==> src/rtl/e13ewd_pkg.sv <==
`timescale 1ns / 1ps
// ----------------------------------------------------------------------------
// e13ewd_pkg
// Shared types, constants and lookup tables of the EAN-13 element width
// decoder.
// ----------------------------------------------------------------------------
package e13ewd_pkg;

    // Row layout in elements.
    localparam logic [5:0] ROW_LEN     = 6'd59;
    localparam logic [5:0] LEFT_FIRST  = 6'd3;
    localparam logic [5:0] LEFT_LAST   = 6'd26;
    localparam logic [5:0] RIGHT_FIRST = 6'd32;
    localparam logic [5:0] RIGHT_LAST  = 6'd55;
    localparam logic [1:0] GRP_LAST    = 2'd3;

    localparam logic [3:0] POS_LEAD    = 4'd0;
    localparam logic [3:0] POS_LEFT0   = 4'd1;
    localparam logic [3:0] POS_RIGHT0  = 4'd7;

    // Decode method codes.
    localparam logic [1:0] METHOD_MODULE = 2'd0;
    localparam logic [1:0] METHOD_EDGE   = 2'd1;
    localparam logic [1:0] METHOD_NONE   = 2'd2;

    // Edge distance classes 2 to 5 sevenths, coded from zero.
    localparam logic [1:0] ECLS_2 = 2'd0;
    localparam logic [1:0] ECLS_3 = 2'd1;
    localparam logic [1:0] ECLS_4 = 2'd2;
    localparam logic [1:0] ECLS_5 = 2'd3;

    // Width scale: 95 modules times two, so that half-module bounds are odd
    // multiples of the span.
    localparam int MOD_SCALE = 190;
    localparam int SPAN_W    = 16;
    localparam int SPANX_W   = 20;
    localparam logic [SPAN_W-1:0] SPAN_RESET = 16'd190;

    localparam int OUTQ_DEPTH = 4;
    localparam int OUTQ_PTR_W = 2;
    localparam int OUTQ_CNT_W = 3;

    // Module counts of the four elements, first element in the top nibble.
    localparam logic [15:0] L_CODES [10] = '{
        16'h3211, 16'h2221, 16'h2122, 16'h1411, 16'h1132,
        16'h1231, 16'h1114, 16'h1312, 16'h1213, 16'h3112};
    localparam logic [15:0] G_CODES [10] = '{
        16'h1123, 16'h1222, 16'h2212, 16'h1141, 16'h2311,
        16'h1321, 16'h4111, 16'h2131, 16'h3121, 16'h2113};

    // Odd multiples of the symbol span used as module boundaries.
    typedef struct packed {
        logic [SPANX_W-1:0] x1;
        logic [SPANX_W-1:0] x3;
        logic [SPANX_W-1:0] x5;
        logic [SPANX_W-1:0] x7;
        logic [SPANX_W-1:0] x9;
    } span_mult_t;

    // Both decodings of one digit group.
    typedef struct packed {
        logic       mod_ok;
        logic [3:0] mod_digit;
        logic       mod_g;
        logic       edge_ok;
        logic [3:0] edge_digit;
        logic       edge_g;
    } dig_t;

    // One result word.
    typedef struct packed {
        logic       done;
        logic [1:0] method;
        logic       valid;
        logic [3:0] value;
        logic [3:0] position;
    } res_t;

    typedef struct packed {
        logic       hit;
        logic [3:0] value;
    } lead_t;

    // Lead digit from the left half parity pattern, G as a one.
    function automatic lead_t lead_lookup(input logic [5:0] pattern);
        lead_t r;
        r.hit = 1'b1;
        case (pattern)
            6'd0:    r.value = 4'd0;
            6'd11:   r.value = 4'd1;
            6'd13:   r.value = 4'd2;
            6'd14:   r.value = 4'd3;
            6'd19:   r.value = 4'd4;
            6'd25:   r.value = 4'd5;
            6'd28:   r.value = 4'd6;
            6'd21:   r.value = 4'd7;
            6'd22:   r.value = 4'd8;
            6'd26:   r.value = 4'd9;
            default: begin
                r.hit   = 1'b0;
                r.value = 4'd0;
            end
        endcase
        return r;
    endfunction

endpackage

==> src/rtl/e13ewd_quant.sv <==
`timescale 1ns / 1ps
// ----------------------------------------------------------------------------
// e13ewd_quant
// Quantizes one element width to one to four modules against the symbol span.
// ----------------------------------------------------------------------------
module e13ewd_quant #(
    parameter int WIDTH_BITS = 10
) (
    input  logic [WIDTH_BITS-1:0]   width,
    input  e13ewd_pkg::span_mult_t  span,
    output logic [1:0]              mod_class   // modules minus one
);

    localparam int CMP_W = (WIDTH_BITS + 8 > e13ewd_pkg::SPANX_W) ?
                           WIDTH_BITS + 8 : e13ewd_pkg::SPANX_W;

    logic [CMP_W-1:0] scaled;
    logic [CMP_W-1:0] b1, b3, b5, b7, b9;

    assign scaled = CMP_W'(width) * CMP_W'(e13ewd_pkg::MOD_SCALE);
    assign b1 = CMP_W'(span.x1);
    assign b3 = CMP_W'(span.x3);
    assign b5 = CMP_W'(span.x5);
    assign b7 = CMP_W'(span.x7);
    assign b9 = CMP_W'(span.x9);

    // Anything below one half module or above four and a half counts as one.
    always_comb begin
        mod_class = 2'd0;
        if (scaled >= b1) begin
            if (scaled < b3) begin
                mod_class = 2'd0;
            end else if (scaled < b5) begin
                mod_class = 2'd1;
            end else if (scaled < b7) begin
                mod_class = 2'd2;
            end else if (scaled < b9) begin
                mod_class = 2'd3;
            end
        end
    end

endmodule

==> src/rtl/e13ewd_digit.sv <==
`timescale 1ns / 1ps
// ----------------------------------------------------------------------------
// e13ewd_digit
// Decodes one four-element group by module pattern and by edge distance key.
// ----------------------------------------------------------------------------
module e13ewd_digit #(
    parameter int WIDTH_BITS = 10
) (
    input  logic [3:0][WIDTH_BITS-1:0] widths,
    input  logic [3:0][1:0]            mod_class,
    output e13ewd_pkg::dig_t           dig
);

    localparam int EW = WIDTH_BITS + 6;

    logic [15:0]   code;
    logic [EW-1:0] t1, t2, tot;
    logic [1:0]    ec1, ec2;

    function automatic logic [1:0] edge_class(input logic [EW-1:0] t,
                                              input logic [EW-1:0] total);
        logic [1:0] c;
        if (t * EW'(14) < total * EW'(5)) begin
            c = e13ewd_pkg::ECLS_2;
        end else if (t * EW'(2) < total) begin
            c = e13ewd_pkg::ECLS_3;
        end else if (t * EW'(14) < total * EW'(9)) begin
            c = e13ewd_pkg::ECLS_4;
        end else begin
            c = e13ewd_pkg::ECLS_5;
        end
        return c;
    endfunction

    assign code = {4'(mod_class[0]) + 4'd1, 4'(mod_class[1]) + 4'd1,
                   4'(mod_class[2]) + 4'd1, 4'(mod_class[3]) + 4'd1};

    assign t1  = EW'(widths[0]) + EW'(widths[1]);
    assign t2  = EW'(widths[1]) + EW'(widths[2]);
    assign tot = t1 + EW'(widths[2]) + EW'(widths[3]);
    assign ec1 = edge_class(t1, tot);
    assign ec2 = edge_class(t2, tot);

    always_comb begin
        dig = '0;
        // Scan from the top down so that the lowest L digit wins.
        for (int d = 9; d >= 0; d--) begin
            if (code == e13ewd_pkg::G_CODES[d]) begin
                dig.mod_ok    = 1'b1;
                dig.mod_digit = 4'(d);
                dig.mod_g     = 1'b1;
            end
        end
        for (int d = 9; d >= 0; d--) begin
            if (code == e13ewd_pkg::L_CODES[d]) begin
                dig.mod_ok    = 1'b1;
                dig.mod_digit = 4'(d);
                dig.mod_g     = 1'b0;
            end
        end

        dig.edge_ok = 1'b1;
        case ({ec1, ec2})
            {e13ewd_pkg::ECLS_4, e13ewd_pkg::ECLS_4}: begin
                dig.edge_digit = (widths[2] > widths[3]) ? 4'd1 : 4'd7;
            end
            {e13ewd_pkg::ECLS_3, e13ewd_pkg::ECLS_3}: begin
                dig.edge_digit = (widths[1] > widths[2]) ? 4'd8 : 4'd2;
            end
            {e13ewd_pkg::ECLS_3, e13ewd_pkg::ECLS_4}: begin
                dig.edge_digit = (widths[0] > widths[1]) ? 4'd7 : 4'd1;
                dig.edge_g     = 1'b1;
            end
            {e13ewd_pkg::ECLS_4, e13ewd_pkg::ECLS_3}: begin
                dig.edge_digit = (widths[1] > widths[2]) ? 4'd2 : 4'd8;
                dig.edge_g     = 1'b1;
            end
            {e13ewd_pkg::ECLS_5, e13ewd_pkg::ECLS_3}: dig.edge_digit = 4'd0;
            {e13ewd_pkg::ECLS_5, e13ewd_pkg::ECLS_5}: dig.edge_digit = 4'd3;
            {e13ewd_pkg::ECLS_2, e13ewd_pkg::ECLS_4}: dig.edge_digit = 4'd4;
            {e13ewd_pkg::ECLS_3, e13ewd_pkg::ECLS_5}: dig.edge_digit = 4'd5;
            {e13ewd_pkg::ECLS_2, e13ewd_pkg::ECLS_2}: dig.edge_digit = 4'd6;
            {e13ewd_pkg::ECLS_4, e13ewd_pkg::ECLS_2}: dig.edge_digit = 4'd9;
            {e13ewd_pkg::ECLS_2, e13ewd_pkg::ECLS_3}: begin
                dig.edge_digit = 4'd0;
                dig.edge_g     = 1'b1;
            end
            {e13ewd_pkg::ECLS_2, e13ewd_pkg::ECLS_5}: begin
                dig.edge_digit = 4'd3;
                dig.edge_g     = 1'b1;
            end
            {e13ewd_pkg::ECLS_5, e13ewd_pkg::ECLS_4}: begin
                dig.edge_digit = 4'd4;
                dig.edge_g     = 1'b1;
            end
            {e13ewd_pkg::ECLS_4, e13ewd_pkg::ECLS_5}: begin
                dig.edge_digit = 4'd5;
                dig.edge_g     = 1'b1;
            end
            {e13ewd_pkg::ECLS_5, e13ewd_pkg::ECLS_2}: begin
                dig.edge_digit = 4'd6;
                dig.edge_g     = 1'b1;
            end
            {e13ewd_pkg::ECLS_3, e13ewd_pkg::ECLS_2}: begin
                dig.edge_digit = 4'd9;
                dig.edge_g     = 1'b1;
            end
            default: dig.edge_ok = 1'b0;
        endcase
    end

endmodule

==> src/rtl/e13ewd_outq.sv <==
`timescale 1ns / 1ps
// ----------------------------------------------------------------------------
// e13ewd_outq
// Four-word result queue that takes up to two words per cycle.
// ----------------------------------------------------------------------------
module e13ewd_outq (
    input  logic               aclk,
    input  logic               aresetn,
    input  logic               push0,
    input  e13ewd_pkg::res_t   data0,
    input  logic               push1,      // only together with push0
    input  e13ewd_pkg::res_t   data1,
    output logic               room,       // at least two free entries
    output logic               m_valid,
    input  logic               m_ready,
    output e13ewd_pkg::res_t   m_data
);

    localparam int PW = e13ewd_pkg::OUTQ_PTR_W;
    localparam int CW = e13ewd_pkg::OUTQ_CNT_W;

    e13ewd_pkg::res_t outq_mem_reg [e13ewd_pkg::OUTQ_DEPTH];

    logic [PW-1:0] wr_ptr_reg, wr_ptr_next;
    logic [PW-1:0] rd_ptr_reg, rd_ptr_next;
    logic [CW-1:0] count_reg, count_next;
    logic [1:0]    push_n;
    logic          pop;

    assign push_n  = push1 ? 2'd2 : (push0 ? 2'd1 : 2'd0);
    assign m_valid = (count_reg != '0);
    assign pop     = m_valid & m_ready;
    assign m_data  = outq_mem_reg[rd_ptr_reg];
    assign room    = (count_reg <= CW'(e13ewd_pkg::OUTQ_DEPTH - 2));

    always_comb begin
        wr_ptr_next = wr_ptr_reg + PW'(push_n);
        rd_ptr_next = rd_ptr_reg + PW'(pop);
        count_next  = count_reg + CW'(push_n) - CW'(pop);
    end

    always_ff @(posedge aclk) begin
        if (!aresetn) begin
            wr_ptr_reg <= '0;
            rd_ptr_reg <= '0;
            count_reg  <= '0;
        end else begin
            wr_ptr_reg <= wr_ptr_next;
            rd_ptr_reg <= rd_ptr_next;
            count_reg  <= count_next;
        end
    end

    always_ff @(posedge aclk) begin
        if (push0) begin
            outq_mem_reg[wr_ptr_reg] <= data0;
        end
        if (push1) begin
            outq_mem_reg[wr_ptr_reg + PW'(1)] <= data1;
        end
    end

endmodule

==> src/rtl/ean13_element_width_decoder.sv <==
`timescale 1ns / 1ps
// ----------------------------------------------------------------------------
// ean13_element_width_decoder
// Decodes the 59 bar and space widths of an EAN-13 row into 13 digits.
// ----------------------------------------------------------------------------
// The block takes one element width per cycle, sustained, and keeps that pace
// as long as the result side takes words. Each width passes once through the
// input register, the quantizers and the digit decoder and lands in a four-word
// result queue; the word for a group is written from the input register into the
// queue once it has room and is offered from there. The fourth width of each
// digit group yields one word, and
// the last data element of the row yields two (digit 12 and then the lead
// digit with tlast set), which the queue absorbs since it takes two words in
// one cycle. Widths after the end guard are dropped until the next row start.
// symbol_span may only be written while the block is idle; there is no
// clearing pass after reset.
module ean13_element_width_decoder #(
    parameter int WIDTH_BITS = 10,
    localparam int S_TDATA_W = ((WIDTH_BITS + 7) / 8) * 8
) (
    input  logic                 aclk,
    input  logic                 aresetn,
    input  logic                 cfg_wen,
    input  logic [15:0]          cfg_wdata,       // symbol_span
    input  logic                 s_axis_tvalid,
    output logic                 s_axis_tready,
    input  logic [S_TDATA_W-1:0] s_axis_tdata,    // element_width
    input  logic [0:0]           s_axis_tuser,    // row_start
    output logic                 m_axis_tvalid,
    input  logic                 m_axis_tready,
    output logic [7:0]           m_axis_tdata,    // digit_position, digit_value
    output logic [2:0]           m_axis_tuser,    // digit_valid, decode_method
    output logic                 m_axis_tlast     // row_done
);

    e13ewd_pkg::span_mult_t span_reg, span_next;

    logic                  in_valid_reg, in_valid_next;
    logic [WIDTH_BITS-1:0] in_width_reg;
    logic                  in_start_reg;

    logic [5:0] elem_idx_reg, elem_idx_next;
    logic [5:0] par_mod_reg, par_mod_next;
    logic [5:0] par_edge_reg, par_edge_next;

    logic [WIDTH_BITS-1:0] grp_width_reg [3];
    logic [2:0][1:0]       grp_class;

    logic       in_fire, proceed, room;
    logic [5:0] idx_eff, par_mod_base, par_edge_base, par_bit;
    logic       active, left, right, grp_end, lead_now;
    logic [4:0] rel;
    logic [1:0] grp_pos;
    logic [3:0] dig_pos;
    logic [1:0] cur_class;

    e13ewd_pkg::dig_t  dig;
    e13ewd_pkg::lead_t lead_m, lead_e;
    e13ewd_pkg::res_t  res_digit, res_lead, head;
    logic              push0, push1;

    // Configuration: keep the odd multiples of the span ready for compares.
    always_comb begin
        span_next = span_reg;
        if (cfg_wen) begin
            span_next.x1 = e13ewd_pkg::SPANX_W'(cfg_wdata);
            span_next.x3 = e13ewd_pkg::SPANX_W'(cfg_wdata) * e13ewd_pkg::SPANX_W'(3);
            span_next.x5 = e13ewd_pkg::SPANX_W'(cfg_wdata) * e13ewd_pkg::SPANX_W'(5);
            span_next.x7 = e13ewd_pkg::SPANX_W'(cfg_wdata) * e13ewd_pkg::SPANX_W'(7);
            span_next.x9 = e13ewd_pkg::SPANX_W'(cfg_wdata) * e13ewd_pkg::SPANX_W'(9);
        end
    end

    always_ff @(posedge aclk) begin
        if (!aresetn) begin
            span_reg.x1 <= e13ewd_pkg::SPANX_W'(e13ewd_pkg::SPAN_RESET);
            span_reg.x3 <= e13ewd_pkg::SPANX_W'(e13ewd_pkg::SPAN_RESET)
                           * e13ewd_pkg::SPANX_W'(3);
            span_reg.x5 <= e13ewd_pkg::SPANX_W'(e13ewd_pkg::SPAN_RESET)
                           * e13ewd_pkg::SPANX_W'(5);
            span_reg.x7 <= e13ewd_pkg::SPANX_W'(e13ewd_pkg::SPAN_RESET)
                           * e13ewd_pkg::SPANX_W'(7);
            span_reg.x9 <= e13ewd_pkg::SPANX_W'(e13ewd_pkg::SPAN_RESET)
                           * e13ewd_pkg::SPANX_W'(9);
        end else begin
            span_reg <= span_next;
        end
    end

    // Input register.
    assign proceed       = in_valid_reg & room;
    assign s_axis_tready = ~in_valid_reg | proceed;
    assign in_fire       = s_axis_tvalid & s_axis_tready;

    always_comb begin
        in_valid_next = in_valid_reg;
        if (in_fire) begin
            in_valid_next = 1'b1;
        end else if (proceed) begin
            in_valid_next = 1'b0;
        end
    end

    always_ff @(posedge aclk) begin
        if (!aresetn) begin
            in_valid_reg <= 1'b0;
        end else begin
            in_valid_reg <= in_valid_next;
        end
    end

    always_ff @(posedge aclk) begin
        if (in_fire) begin
            in_width_reg <= s_axis_tdata[WIDTH_BITS-1:0];
            in_start_reg <= s_axis_tuser[0];
        end
    end

    // Position of the word within the row.
    always_comb begin
        idx_eff       = in_start_reg ? 6'd0 : elem_idx_reg;
        par_mod_base  = in_start_reg ? 6'd0 : par_mod_reg;
        par_edge_base = in_start_reg ? 6'd0 : par_edge_reg;
        active   = (idx_eff < e13ewd_pkg::ROW_LEN);
        left     = (idx_eff >= e13ewd_pkg::LEFT_FIRST) && (idx_eff <= e13ewd_pkg::LEFT_LAST);
        right    = (idx_eff >= e13ewd_pkg::RIGHT_FIRST) && (idx_eff <= e13ewd_pkg::RIGHT_LAST);
        rel      = left ? 5'(idx_eff - e13ewd_pkg::LEFT_FIRST)
                        : 5'(idx_eff - e13ewd_pkg::RIGHT_FIRST);
        grp_pos  = rel[1:0];
        grp_end  = (left | right) && (grp_pos == e13ewd_pkg::GRP_LAST);
        lead_now = (idx_eff == e13ewd_pkg::RIGHT_LAST);
        dig_pos  = 4'(rel[4:2]) + (left ? e13ewd_pkg::POS_LEFT0 : e13ewd_pkg::POS_RIGHT0);
        // Digit 1 owns the top bit of the parity pattern.
        par_bit  = 6'b100000 >> rel[4:2];
    end

    e13ewd_quant #(
        .WIDTH_BITS (WIDTH_BITS)
    ) u_quant (
        .width     (in_width_reg),
        .span      (span_reg),
        .mod_class (cur_class)
    );

    // Stored widths are quantized against the span in force at the group end.
    for (genvar g = 0; g < 3; g++) begin : g_grp_quant
        e13ewd_quant #(
            .WIDTH_BITS (WIDTH_BITS)
        ) u_quant (
            .width     (grp_width_reg[g]),
            .span      (span_reg),
            .mod_class (grp_class[g])
        );
    end

    e13ewd_digit #(
        .WIDTH_BITS (WIDTH_BITS)
    ) u_digit (
        .widths    ({in_width_reg, grp_width_reg[2], grp_width_reg[1], grp_width_reg[0]}),
        .mod_class ({cur_class, grp_class[2], grp_class[1], grp_class[0]}),
        .dig       (dig)
    );

    // Row state update.
    always_comb begin
        elem_idx_next = elem_idx_reg;
        par_mod_next  = par_mod_reg;
        par_edge_next = par_edge_reg;
        if (proceed) begin
            elem_idx_next = active ? idx_eff + 6'd1 : idx_eff;
            par_mod_next  = par_mod_base;
            par_edge_next = par_edge_base;
            if (grp_end && left) begin
                if (dig.mod_ok && dig.mod_g) begin
                    par_mod_next = par_mod_base | par_bit;
                end
                if (dig.edge_ok && dig.edge_g) begin
                    par_edge_next = par_edge_base | par_bit;
                end
            end
        end
    end

    always_ff @(posedge aclk) begin
        if (!aresetn) begin
            elem_idx_reg <= '0;
            par_mod_reg  <= '0;
            par_edge_reg <= '0;
        end else begin
            elem_idx_reg <= elem_idx_next;
            par_mod_reg  <= par_mod_next;
            par_edge_reg <= par_edge_next;
        end
    end

    always_ff @(posedge aclk) begin
        if (proceed && (left || right) && (grp_pos != e13ewd_pkg::GRP_LAST)) begin
            grp_width_reg[grp_pos] <= in_width_reg;
        end
    end

    // Result words.
    always_comb begin
        res_digit.position = dig_pos;
        res_digit.done     = 1'b0;
        if (dig.mod_ok) begin
            res_digit.value  = dig.mod_digit;
            res_digit.valid  = 1'b1;
            res_digit.method = e13ewd_pkg::METHOD_MODULE;
        end else if (dig.edge_ok) begin
            res_digit.value  = dig.edge_digit;
            res_digit.valid  = 1'b1;
            res_digit.method = e13ewd_pkg::METHOD_EDGE;
        end else begin
            res_digit.value  = 4'd0;
            res_digit.valid  = 1'b0;
            res_digit.method = e13ewd_pkg::METHOD_NONE;
        end

        // The last right-half digit adds no parity, so the base patterns hold.
        lead_m = e13ewd_pkg::lead_lookup(par_mod_base);
        lead_e = e13ewd_pkg::lead_lookup(par_edge_base);
        res_lead.position = e13ewd_pkg::POS_LEAD;
        res_lead.done     = 1'b1;
        if (lead_m.hit) begin
            res_lead.value  = lead_m.value;
            res_lead.valid  = 1'b1;
            res_lead.method = e13ewd_pkg::METHOD_MODULE;
        end else if (lead_e.hit) begin
            res_lead.value  = lead_e.value;
            res_lead.valid  = 1'b1;
            res_lead.method = e13ewd_pkg::METHOD_EDGE;
        end else begin
            res_lead.value  = 4'd0;
            res_lead.valid  = 1'b0;
            res_lead.method = e13ewd_pkg::METHOD_NONE;
        end
    end

    assign push0 = proceed & grp_end;
    assign push1 = proceed & grp_end & lead_now;

    e13ewd_outq u_outq (
        .aclk    (aclk),
        .aresetn (aresetn),
        .push0   (push0),
        .data0   (res_digit),
        .push1   (push1),
        .data1   (res_lead),
        .room    (room),
        .m_valid (m_axis_tvalid),
        .m_ready (m_axis_tready),
        .m_data  (head)
    );

    assign m_axis_tdata = {head.value, head.position};
    assign m_axis_tuser = {head.method, head.valid};
    assign m_axis_tlast = head.done;

endmodule

==> config.mk <==
export PLATFORM = sky130hd
export DESIGN_NAME = ean13_element_width_decoder
export DESIGN_NICKNAME = d
export VERILOG_FILES = /design/src/rtl/e13ewd_pkg.sv /design/src/rtl/e13ewd_quant.sv /design/src/rtl/e13ewd_digit.sv /design/src/rtl/e13ewd_outq.sv /design/src/rtl/ean13_element_width_decoder.sv
export SDC_FILE = /design/constraint.sdc
export NUM_CORES = 1
export LEC_CHECK = 0
export BUFFER_PORTS_ARGS = -buffer_cell sky130_fd_sc_hd__buf_2
export CAP_MARGIN = 30
export CORE_ASPECT_RATIO = 1.25
export CORE_UTILIZATION = 56
export DETAILED_ROUTE_END_ITERATION = 10
export PLACE_DENSITY = 0.83
export SETUP_SLACK_MARGIN = 0.2
export SKIP_LAST_GASP = 1
export SLEW_MARGIN = 30
export SYNTH_ARGS = -nofsm -noshare
export SYNTH_HDL_FRONTEND = slang
export SYNTH_SLANG_ARGS = --single-unit
export TNS_END_PERCENT = 50
==> constraint.sdc <==
create_clock -name aclk -period 10.6 [get_ports aclk]
set_clock_uncertainty 0.15 [all_clocks]
set_input_delay 1.59 -clock aclk [delete_from_list [all_inputs] [get_ports aclk]]
set_output_delay 1.59 -clock aclk [all_outputs]
set_load 0.05 [all_outputs]
==> results of run 1 <==
tightest hold or removal path: cells and delay by family, from the launching register on:
family	cells	cell delay (ns)
AND/OR/NAND/NOR	2	0.09
flip-flops	1	0.32
where the power goes:
group / switching (mW) / total (mW) / leakage [nW] / internal (mW)
Clock: 0.409 / 0.751 / 0.320 / 0.342
Combinational: 3.00 / 4.92 / 14.0 / 1.92
Sequential: 0.0583 / 0.896 / 1.74 / 0.837
Total: 3.47 / 6.57 / 16.1 / 3.10
logic make-up (layout without fill, tap and decap cells):
logic type	after synthesis	count (layout)	synth area share
adder cells (fa/ha/maj)	945	945	0.413
AO/OA/AOI/OAI	916	916	0.190
AND/OR/NAND/NOR	810	810	0.125
buffers and inverters	514	559	0.0614
flip-flops	199	199	0.147
XOR/XNOR	156	156	0.0431
multiplexers	52	52	0.0211
cell usage in the layout, fill, tap and decap left out, types with 11 or more instances in the layout:
| master | Yosys | layout |
|---|---|---|
| a2111oi_0 | 11 | 11 |
| a211o_1 | 17 | 17 |
| a211oi_1 | 47 | 47 |
| a21boi_0 | 11 | 11 |
| a21o_1 | 73 | 73 |
| a21oi_1 | 249 | 249 |
| a31oi_1 | 31 | 31 |
| and2_1 | 13 | 13 |
| and4_1 | 11 | 11 |
| buf_2 | 6 | 44 |
| buf_4 | 4 | 32 |
| clkbuf_16 | 0 | 17 |
| dfxtp_1 | 130 | 129 |
| edfxtp_1 | 69 | 69 |
| fa_1 | 177 | 177 |
| ha_1 | 768 | 768 |
| inv_1 | 444 | 444 |
| mux2i_1 | 38 | 38 |
| mux4_2 | 12 | 12 |
| nand2_1 | 162 | 162 |
| nand2b_1 | 35 | 35 |
| nand3_1 | 84 | 84 |
| nand4_1 | 39 | 39 |
| nor2_1 | 262 | 260 |
| nor2b_1 | 52 | 52 |
| nor3_1 | 53 | 53 |
| o2111ai_1 | 18 | 18 |
| o211ai_1 | 46 | 46 |
| o21a_1 | 52 | 52 |
| o21ai_0 | 160 | 160 |
| o21bai_1 | 44 | 44 |
| o22ai_1 | 27 | 27 |
| o31ai_1 | 13 | 13 |
| or2_2 | 11 | 11 |
| or3_1 | 26 | 26 |
| xnor2_1 | 115 | 115 |
| xor2_1 | 40 | 39 |
metal layers:
metal | share of wire | wire length (um) | track usage
met2 | 0.49 | 43000 | 0.547
met4 | 0.069 | 6120 | 0.207
met1 | 0.39 | 34900 | 0.350
met5 | 0 | 0 | 0
met3 | 0.052 | 4570 | 0.0318
how the worst max path moves through the flow:
| stage | startpoint | end | depth (start not counted) |
|---|---|---|---|
| final | grp_width_reg[0][3] | u_outq.outq_mem_reg[0][7] | 31 |
| after global routing | grp_width_reg[1][1] | u_outq.outq_mem_reg[0][6] | 39 |
| after CTS | grp_width_reg[0][3] | u_outq.outq_mem_reg[0][7] | 31 |
| after detailed placement | grp_width_reg[0][3] | u_outq.outq_mem_reg[0][7] | 31 |
| after global placement | grp_width_reg[0][3] | u_outq.outq_mem_reg[0][7] | 31 |
| after floorplan | grp_width_reg[2][6] | u_outq.outq_mem_reg[0][7] | 30 |
final cells by class:
class                   instances  area, sq um  share of cell area
clock buffers                  17          425              0.0126
clock inverters                15          234             0.00695
inverters                     451         1700              0.0504
multi-input cells            2879        25200               0.750
flip-flops and latches        199         4680               0.139
well taps                     742          928              0.0276
repair buffers                 76          460              0.0137
per-stage QoR:
stage               power (mW)  instances   util  instance area (sq um)  setup slack [ns]
floorplan                 4.17       3592      -                  31900              2.00
global placement          5.50       4347  0.587                  33000              1.15
detailed placement        5.65       4347  0.587                  33000              1.06
CTS                       6.44       4379  0.599                  33700             0.995
global route              7.07       4379  0.599                  33700             0.333
finish                    6.57       4379  0.599                  33700             0.868
==> flow_metrics.tcl, run 1 <==
set metrics [dict create \
    powerDensity_nw_per_um2 195 \
    hold_buffers 0 \
    reg2reg_depth 31 \
    synth_area_per_cell_sq_um 8.87 \
    critPathBufInv 4 \
    drc 0 \
    peakVddDrop_mv 0.326 \
    cts.clk_slew.worst_paths_ns 0.10 \
    synth-seq-cells 199 \
    synthFlopType "dfxtp_1" \
    core_area_sq_um 56200 \
    dieArea_sq_um 57900 \
    final_nets 4607 \
    worst_slew_pin_slew_ns 1.10 \
    routedWlPerCell_um 20.2 \
    yosysMostFrequentCell "ha_1" \
    grtUsageTotal 0.308 \
    vias 27100 \
    status "finished clean" \
    timing.rr.start "grp_width_reg[0][3]" \
    die_w_um 215 \
    ctsHtreeMaxLevel 4 \
    grt_max_degree 77 \
    gp_congestion 0.976 \
    startpoint_type "register" \
    grt_first_pass_wirelength_mm 140 \
    p_leak_nw 16.1 \
    yosysSeqAreaShare 0.147 \
    rsz0062_at_grt "no" \
    synth_common_cells "ha_1, inv_1, nor2_1" \
    critical-path-top-delay-family "compound AO/OA/AOI/OAI gates" \
    nFillCells 4858 \
    clkLatencyLatePin_ns 0.49 \
    slowest_delay_ns 0.61 \
    dr.pass1.iters 5 \
    grt-ovfl-total 0 \
    async_reset_ff_frac 0 \
    end_kind "register" \
    synth_area_leaders "ha_1, fa_1, dfxtp_1, edfxtp_1, inv_1" \
    critPathSlowestCell "edfxtp_1" \
    cts_setup_buffers 0 \
    row_count 97 \
    hold_ws_ns 0.297 \
    final_layout_size_suffix_gt1_frac 0.0462 \
    min_period_ns 9.73 \
    crit_fanout 9 \
    first_iter_violations 1547 \
    die_h_um 269 \
    reg2reg_setup_slack_ns 0.87 \
    antenna_left 0 \
    cp_data_required_time_ns 10.77 \
    port_buffers 45 \
    initial_core_util 0.567 \
    syn-num-nets 4575 \
    cts_resized 0 \
    yosys.cell_types.count 97 \
    io_pins 52 \
    clock-sinks 199 \
    hpwl_mm 71.4 \
    cts_buffers 17 \
    holdPathStages 2 \
    netlist.area_leader.share 0.302 \
    drt-total-wl_mm 88.5 \
    fin_setup_tns_ns 0 \
    synth_area_sq_um 31900 \
    grt_pass1_vias 27200 \
    timing.slew.headroom 0.263 \
    cts_tree "done" \
    synth_cells 3592 \
    max_freq_ghz 0.103 \
    avgViaCountPerCell 6.20 \
    grt_antenna_before_repair 0 \
    timing.rr.end "u_outq.outq_mem_reg[0][7]" \
    holdPathEnd "u_outq.outq_mem_reg[2][11]" \
    hp-start "u_outq.outq_mem_reg[2][11]" \
    slew_viol_final 0 \
    synth-edff-count 69 \
    area_growth_pct 5.66 \
    setup_viol 0 \
    yosys.area.top_type "ha_1" \
    num_antenna_cells 0 \
    final_hold_viol_count 0 \
    holdCritPathClass "register to register" \
    criticalPathCategory "register to register" \
    yosysWarnings 0 \
    largest_reg_flops 84 \
    cap_violations 0 \
    post-route-period-util 0.918 \
    clockRootBuffer "clkbuf_16" \
    arrival_ns 9.90 \
    clock_path_buffers 2 \
]
No activity file was read; power rests on OpenSTA's default activity.
==> run 2: changes to the inputs <==
CELL_PAD_IN_SITES_DETAIL_PLACEMENT = 1   (was not set)
CELL_PAD_IN_SITES_GLOBAL_PLACEMENT = 1   (was not set)
CORE_UTILIZATION = 52   (was 56)
PLACE_DENSITY = 0.95   (was 0.83)
==> run 2 against run 1 <==
Critical path depth up 1. Count of clock-buffer cells in the layout unchanged. Register-to-register slack got worse by 1.6 ns. First-iteration DRC count increased by 92%. Total power grew 20%. Sequential share of layout area down 0.20 points. Clock power grew 6.4%. Non-clock buffer count up 35. Core utilization is 3.6 points lower. The flow now finishes with violations (max-capacitance violations, max-slew violations, negative setup slack). Global-route usage rose by 9.5 points. Worst setup slack worse by 1.6 ns. Final cell count up 1.6%. Critical path type unchanged.
==> flow_metrics.tcl, run 2 (synthesized netlist as in run 1, its figures left out) <==
set metrics [dict create \
    status "complete, but fails checks" \
    violations "max-capacitance violations, max-slew violations, negative setup slack" \
    drc 0 \
    sw_frac_of_total 0.584 \
    slew_viol_final 3 \
    cp_data_required_time_ns 10.75 \
    die_w_um 223 \
    avgViaCountPerCell 7.12 \
    io_pins 52 \
    cts.clk_slew.worst_paths_ns 0.11 \
    area_growth_pct 7.21 \
    final_layout_size_suffix_gt1_frac 0.0613 \
    final_cell_mix "ha_1, inv_1, nor2_1" \
    die_h_um 279 \
    final_hold_viol_count 0 \
    clkLatencyLatePin_ns 0.51 \
    timing.slew.headroom -0.116 \
    p_sw_mw 4.59 \
    gp_congestion 0.967 \
    grt_first_pass_wirelength_mm 191 \
    largest_reg_flops 84 \
    setup_slack_ns -0.775 \
    arrival_ns 11.53 \
    worst_slew_pin_slew_ns 1.66 \
    slowest_delay_ns 0.79 \
    holdCritPathClass "register to register" \
    min_period_ns 11.38 \
    comb_power_share 0.784 \
    grt_antenna_before_repair 17 \
    fin_setup_tns_ns -14.69 \
    clockPowerShare 0.102 \
    dp.cells 4382 \
    ctsHtreeMaxLevel 4 \
    grtUsageTotal 0.403 \
    port_buffers 45 \
    clock_path_buffers 2 \
    row_count 101 \
    startpoint_type "register" \
    first_iter_violations 2968 \
    final_nets 4642 \
    vias 31700 \
    dieArea_sq_um 62300 \
    antenna_left 0 \
    critPathSlowestCell "xnor2_1" \
    core_area_sq_um 60700 \
    placed_area_sq_um 33100 \
    peakVddDrop_mv 0.238 \
    grt-ovfl-total 0 \
    fin_cells 4450 \
    dr.pass1.iters 7 \
    power_mw 7.86 \
    grt_pass1_vias 33500 \
    timing.critical_path.mode_cell "fa_1" \
    powerDensity_nw_per_um2 230 \
    seq_power_share 0.115 \
    design_area_sq_um 34200 \
    post-route-period-util 1.07 \
    initial_core_util 0.525 \
    grt_max_degree 80 \
    cts_tree "done" \
    clockRootBuffer "clkbuf_16" \
    clock-sinks 199 \
    setup_viol 26 \
    routedWlPerCell_um 30.9 \
    internal_power_mw 3.27 \
    drt-total-wl_mm 137 \
    cts_buffers 17 \
    crit_fanout 7 \
    cap_violations 1 \
    end_kind "register" \
    criticalPathCategory "register to register" \
    hpwl_mm 92.3 \
    p_leak_nw 16.3 \
    layout_commonest_cell "ha_1" \
    max_freq_ghz 0.0879 \
]
-- run 2: repair_timing --
action	CTS	global route
gates resized for setup	0	12
setup buffers	0	29
hold buffers	0	0
endpoints found under the setup margin	0	26
-- run 2: routing by layer --
| metal | up-vias | GRT usage | part of all wire |
|---|---|---|---|
| met5 | - | 0 | 0.0019 |
| met1 | 15300 | 0.403 | 0.32 |
| met2 | 2121 | 0.674 | 0.45 |
| met3 | 1147 | 0.133 | 0.12 |
| li1 | 13100 | - | - |
| met4 | 26 | 0.348 | 0.12 |
-- run 2: critical path, delay by kind of cell, from the launching register on --
family	cells	cell delay [ns]
xor+xnor	1	0.79
simple gates	9	2.21
fa+ha+maj	7	3.55
buf+inv	3	0.49
flops	1	0.55
compound gates	12	3.40
-- run 2: final timing paths --
check                                                 from                    endpoint  slack, ns  cells past startpoint
worst max register to register         grp_width_reg[2][5]   u_outq.outq_mem_reg[1][7]      -0.78                     32
worst min-delay path            u_outq.outq_mem_reg[3][11]  u_outq.outq_mem_reg[3][11]       0.30                      2
worst max-delay path                   grp_width_reg[2][5]   u_outq.outq_mem_reg[1][7]      -0.78                     32
worst min register to register  u_outq.outq_mem_reg[3][11]  u_outq.outq_mem_reg[3][11]       0.30                      2
-- run 2: metrics by stage --
stage          setup WS [ns]  hold WS, ns   util
2_1_floorplan           2.00        0.268      -
3_3_place_gp            1.14        0.278  0.545
3_5_place_dp           0.692        0.286  0.546
4_1_cts                0.602        0.301  0.557
5_1_grt               -0.598        0.317  0.563
6_report              -0.775        0.301  0.563
-- run 2: power groups by stage --
| stage | registers [mW] | clock network (mW) | logic, mW |
|---|---|---|---|
| after floorplan | 0.879 | 0 | 3.29 |
| final | 0.902 | 0.799 | 6.16 |
| after global placement | 0.906 | 0 | 4.63 |
| after global routing | 0.906 | 0.809 | 6.39 |
| after detailed placement | 0.912 | 0 | 5.01 |
| after CTS | 0.897 | 0.783 | 5.22 |
-- run 2: final cells by class --
cell class / instances / area (sq um)
clock inverters: 15 / 259
fillers: 7060 / 26500
flip-flops and latches: 199 / 4680
multi-input cells: 2879 / 25400
inverters: 451 / 1700
repair buffers: 111 / 723
diodes: 6 / 15.0
well taps: 772 / 966
clock buffers: 17 / 425
